===== src/sv/arc_cache_replacement_defines.svh =====
// assertion macros for the adaptive replacement cache block
`ifndef ARC_CACHE_REPLACEMENT_DEFINES_SVH
`define ARC_CACHE_REPLACEMENT_DEFINES_SVH

// condition that must hold at every clock edge out of reset
`define ARC_ASSERT(lbl, cond, msg) \
    lbl: assert property (@(posedge i_clk) disable iff (!i_rst_n) (cond)) else $error(msg);

// implication checked at the same clock edge
`define ARC_ASSERT_IMP(lbl, ante, cons, msg) \
    lbl: assert property (@(posedge i_clk) disable iff (!i_rst_n) (ante) |-> (cons)) \
        else $error(msg);

`endif


===== src/sv/arc_pkg.sv =====
// shared types and constants for the adaptive replacement cache block
package arc_pkg;

    localparam int CAPACITY    = 64;
    localparam int DIR_ENTRIES = 128;
    localparam int TAG_BITS    = 32;
    localparam int STAMP_BITS  = 32;
    localparam int IDX_BITS    = $clog2(DIR_ENTRIES);
    localparam int CNT_BITS    = $clog2(DIR_ENTRIES + 1);
    localparam int P_BITS      = 7;
    localparam int STEP_BITS   = $clog2(CNT_BITS);

    // list codes
    localparam logic [1:0] L_T1 = 2'd0;
    localparam logic [1:0] L_T2 = 2'd1;
    localparam logic [1:0] L_B1 = 2'd2;
    localparam logic [1:0] L_B2 = 2'd3;

    // outcome codes
    localparam logic [1:0] OUT_MISS = 2'd0;
    localparam logic [1:0] OUT_HIT  = 2'd1;
    localparam logic [1:0] OUT_GB1  = 2'd2;
    localparam logic [1:0] OUT_GB2  = 2'd3;

    // register index of cache_size
    localparam logic REG_CACHE_SIZE = 1'b0;

    typedef struct packed {
        logic [1:0]            list;
        logic [STAMP_BITS-1:0] stamp;
    } t_meta;

    typedef struct packed {
        logic                start;
        logic [CNT_BITS-1:0] dividend;
        logic [CNT_BITS-1:0] divisor;
    } t_div_req;

endpackage


===== src/sv/arc_div.sv =====
// restoring divider for the ghost-hit adaptation step, one quotient bit per cycle
module arc_div (
    input  logic                     i_clk,
    input  logic                     i_rst_n,
    input  arc_pkg::t_div_req        i_req,
    output logic                     o_done,
    output logic [arc_pkg::CNT_BITS-1:0] o_quot
);
    import arc_pkg::*;

    logic                 r_busy;
    logic                 r_done;
    logic [STEP_BITS-1:0] r_step;
    logic [CNT_BITS-1:0]  r_rem;
    logic [CNT_BITS-1:0]  r_dvd;
    logic [CNT_BITS-1:0]  r_dvs;
    logic [CNT_BITS-1:0]  r_quot;
    logic [CNT_BITS:0]    n_shift;
    logic [CNT_BITS:0]    n_rem;
    logic                 n_bit;

    // one shift-subtract step
    always_comb begin
        n_shift = {r_rem, r_dvd[CNT_BITS-1]};
        n_bit   = (n_shift >= {1'b0, r_dvs});
        n_rem   = n_bit ? (n_shift - {1'b0, r_dvs}) : n_shift;
    end

    // iteration control
    always_ff @(posedge i_clk) begin
        if (!i_rst_n) begin
            r_busy <= 1'b0;
            r_done <= 1'b0;
            r_step <= '0;
        end else begin
            r_done <= 1'b0;
            if (i_req.start) begin
                r_busy <= 1'b1;
                r_step <= STEP_BITS'(CNT_BITS - 1);
                r_rem  <= '0;
                r_dvd  <= i_req.dividend;
                r_dvs  <= i_req.divisor;
                r_quot <= '0;
            end else if (r_busy) begin
                r_rem  <= n_rem[CNT_BITS-1:0];
                r_dvd  <= {r_dvd[CNT_BITS-2:0], 1'b0};
                r_quot <= {r_quot[CNT_BITS-2:0], n_bit};
                r_step <= r_step - 1'b1;
                if (r_step == '0) begin
                    r_busy <= 1'b0;
                    r_done <= 1'b1;
                end
            end
        end
    end

    assign o_done = r_done;
    assign o_quot = r_quot;

endmodule

===== config.mk =====
export PLATFORM = sky130hd
export DESIGN_NAME = arc_div
export DESIGN_NICKNAME = d
export VERILOG_FILES = /design/src/sv/arc_cache_replacement_defines.svh /design/src/sv/arc_pkg.sv /design/src/sv/arc_div.sv
export SDC_FILE = /design/constraint.sdc
export NUM_CORES = 1
export LEC_CHECK = 0
export ABC_AREA = 1
export CORE_UTILIZATION = 30
export CTS_CLUSTER_DIAMETER = 100
export CTS_CLUSTER_SIZE = 16
export DETAILED_ROUTE_END_ITERATION = 7
export DONT_BUFFER_PORTS = 1
export GPL_ROUTABILITY_DRIVEN = 0
export GPL_TIMING_DRIVEN = 0
export PLACE_DENSITY = 0.47
export SYNTH_ARGS = -nofsm -noshare
export SYNTH_HDL_FRONTEND = slang
export SYNTH_SLANG_ARGS = --single-unit

===== constraint.sdc =====
create_clock -name i_clk -period 2.15 [get_ports i_clk]
set_input_delay 0.5375 -clock i_clk [delete_from_list [all_inputs] [get_ports i_clk]]
set_output_delay 0.5375 -clock i_clk [all_outputs]
set_load 0.01 [all_outputs]

==> impl_metrics.tcl <==
set metrics [dict create \
    power.leakage_nw 1.03 \
    flow.area_growth_from_synthesis_pct 9.50 \
    critical_path.startpoint_type "input pin" \
    grt_antenna_before_repair 0 \
    critical_path_peak_fanout 24 \
    wire_per_inst_um 11.3 \
    synthesized_nets 260 \
    max_freq_ghz 0.522 \
    mappedNetlistArea_mm2 0.00196 \
    cts.htree.levels 2 \
    worst_ir_drop_vdd_uv 473 \
    initial_utilization_pct 31.1 \
    synth.lib_cells_used.distinct 20 \
    report.final.setup_viol 0 \
    top_ports 28 \
    drive_gt1_share_pct 6.30 \
    total_power_w 0.00175 \
    grt_pass1_wl_mm 6.31 \
    global_route.overflow_total 0 \
    cts_num_sinks 37 \
    drc_errors 0 \
    drt_wl_total_mm 3.57 \
    cts-root-to-sink-buffers 2 \
    first_pass_iters 6 \
    hold_violations 0 \
    place.port_buffers 0 \
    globalRouteTotalUtil_pct 11.6 \
    final_nets 267 \
    power-per-cell-area_mw_per_mm2 815 \
    netlist_instances 230 \
    placedInstanceArea_mm2 0.00206 \
    status "complete, no violations" \
    final_count_of_pins_violating_max_slew 0 \
    die_h_um 82.9 \
    filler_cell_count 695 \
    rows 29 \
    arrival_ns 1.83 \
    synth_top_area_cell "edfxtp_1" \
    ys_warn_count 0 \
    tritoncts_clock_tree "yes" \
    grt_setup_unrepaired "no" \
    critPathCaptureType "flip-flop" \
    clk_pin_slew_worst_setup_hold_paths_ns 0.07 \
    clock_skew_ns 0.00685 \
    max_slew.worst_pin.slew_ns 1.04 \
    clkLatencyLatePin_ns 0.29 \
    final_min_period_over_clock_period_pct 89.2 \
    clock_tree.root_cell "clkbuf_8" \
    dieWidth_um 82.9 \
    post-synth-top-area-fraction_pct 49.0 \
    synth.ff_latch_count 37 \
    worstHoldPathType "input pin to flip-flop" \
    first_global_vias 1323 \
    data_required_time_of_the_worst_path_ns 2.06 \
    final_design_instance_area_without_fill_mm2 0.00215 \
    max-slew-margin-rel_pct 30.3 \
    synth_seq_area_share_pct 54.1 \
    detail_route.iter0.violations 61 \
    clock_buffer_count_from_cts 5 \
    half_perimeter_wire_length_after_detailed_placement_mm 2.69 \
    grt_max_degree 25 \
    syn_area_per_cell_um2 8.53 \
    drt.antenna.violating_nets 0 \
    post_cts.repair.setup_buffers 0 \
    total_vias_in_the_final_route 1347 \
    layout_min_cycle_time_ns 1.92 \
    max-cap-violations 0 \
    placeableCoreArea_mm2 0.00631 \
    die_area_mm2 0.00687 \
    antenna_cells_inserted 0 \
    via_count_normalized_by_instance_count 4.28 \
    synth_area_leaders "edfxtp_1 (49%), nand2_1 (14%), inv_1 (7.8%), nor2_1 (6.7%), ha_1 (6.4%)" \
    crit_type "input pin to flip-flop" \
]
-- path summary, 6_finish.rpt --
kind / start / end / cells after the start / slack (ns)
worst max-delay path: i_req[16] / o_quot[2] / 3 / 0.23
worst min-delay path: i_req[1] / r_dvs[1] / 0 / 0.34
worst max register to register: r_rem[1] / r_rem[4] / 11 / 0.24
worst min register to register: r_step[2] / r_step[2] / 2 / 0.47
-- layout by cell type, fill, tap and decap left out, types with 2 or more instances in the layout --
cell      instances
ha_2              3
edfxtp_1         32
clkinv_2          2
xor2_1            2
dfxtp_1           5
nand2_1          75
nand3_1           5
nand4_1           2
a21oi_1           7
nand3b_1          2
clkbuf_1          4
o21a_1            2
nand2_2           3
ha_1              7
nor2_1           35
inv_1            41
clkbuf_8          5
-- cell type report --
type | instances | area, µm² | share of cell area, %
inverter | 42 | 158 | 7.34
multi-input combinational | 147 | 728 | 33.9
clock inverter | 2 | 10.0 | 0.466
clock buffer | 6 | 72.6 | 3.38
buffer | 4 | 22.5 | 1.05
tap | 77 | 96.3 | 4.48
sequential | 37 | 1060 | 49.4
-- cells in the mapped netlist (all sizes together) --
cell and n:
nand2 78, inv 41, nor2 35, edfxtp 32
ha 10, a21oi 7, nand3 6, dfxtp 5
clkbuf 3, nand3b 2, nand4 2, o21a 2
xor2 2, buf 1, clkinv 1, fa 1
o21ai 1, xnor2 1
-- critical path: stages --
cell and delay (ns):
clkbuf_1 0.33, nand2_1 0.15, nand2_1 0.79
-- through the flow --
step | hold slack [ns] | setup WS [ns] | setup TNS [ns] | std cells | util (%)
2_1_floorplan | 0.442 | 0.319 | 0 | 230 | -
3_3_place_gp | 0.452 | -0.113 | -2.68 | 307 | 32.6
3_5_place_dp | 0.456 | -0.122 | -2.89 | 307 | 32.6
4_1_cts | 0.330 | 0.185 | 0 | 315 | 33.9
5_1_grt | 0.320 | 0.00199 | 0 | 315 | 34.0
6_report | 0.337 | 0.233 | 0 | 315 | 34.0
-- sequential cells by signal, indices dropped and copies added, names as in the netlist --
name / cells
o_done: 1
o_quot: 8
r_busy: 1
r_dvd: 8
r_dvs: 8
r_rem: 8
r_step: 3
-- routing by layer --
layer  wire, µm  global-route usage (%)  up-vias
met5          0                       0        -
met4         77                    5.17        0
met3        109                    2.88        5
met2       1670                    18.9       16
met1       1720                    14.6      600
li1           -                       -      726
-- cell families (layout without fill, tap and decap cells) --
group / Yosys count / in the layout / share of synthesized area [%]
flops: 37 / 37 / 54.1
compound gates: 10 / 10 / 2.81
xor+xnor: 3 / 3 / 1.34
buf+inv: 46 / 54 / 9.18
fa+ha+maj: 11 / 11 / 7.40
simple gates: 123 / 123 / 25.2
-- report_power, final --
| part | switching (W) | leakage (nW) | internal [W] |
|---|---|---|---|
| Combinational | 0.000241 | 0.630 | 0.000142 |
| Sequential | 0.0000367 | 0.353 | 0.000864 |
| Clock | 0.000241 | 0.0450 | 0.000225 |
| Total | 0.000519 | 1.03 | 0.00123 |
-- repair_timing --
action / in CTS / in global routing
hold buffers: 0 / 0
gates resized for setup: 0 / 3
endpoints found under the setup margin: 0 / 1
Note: power is estimated with default switching activity, not from simulation.
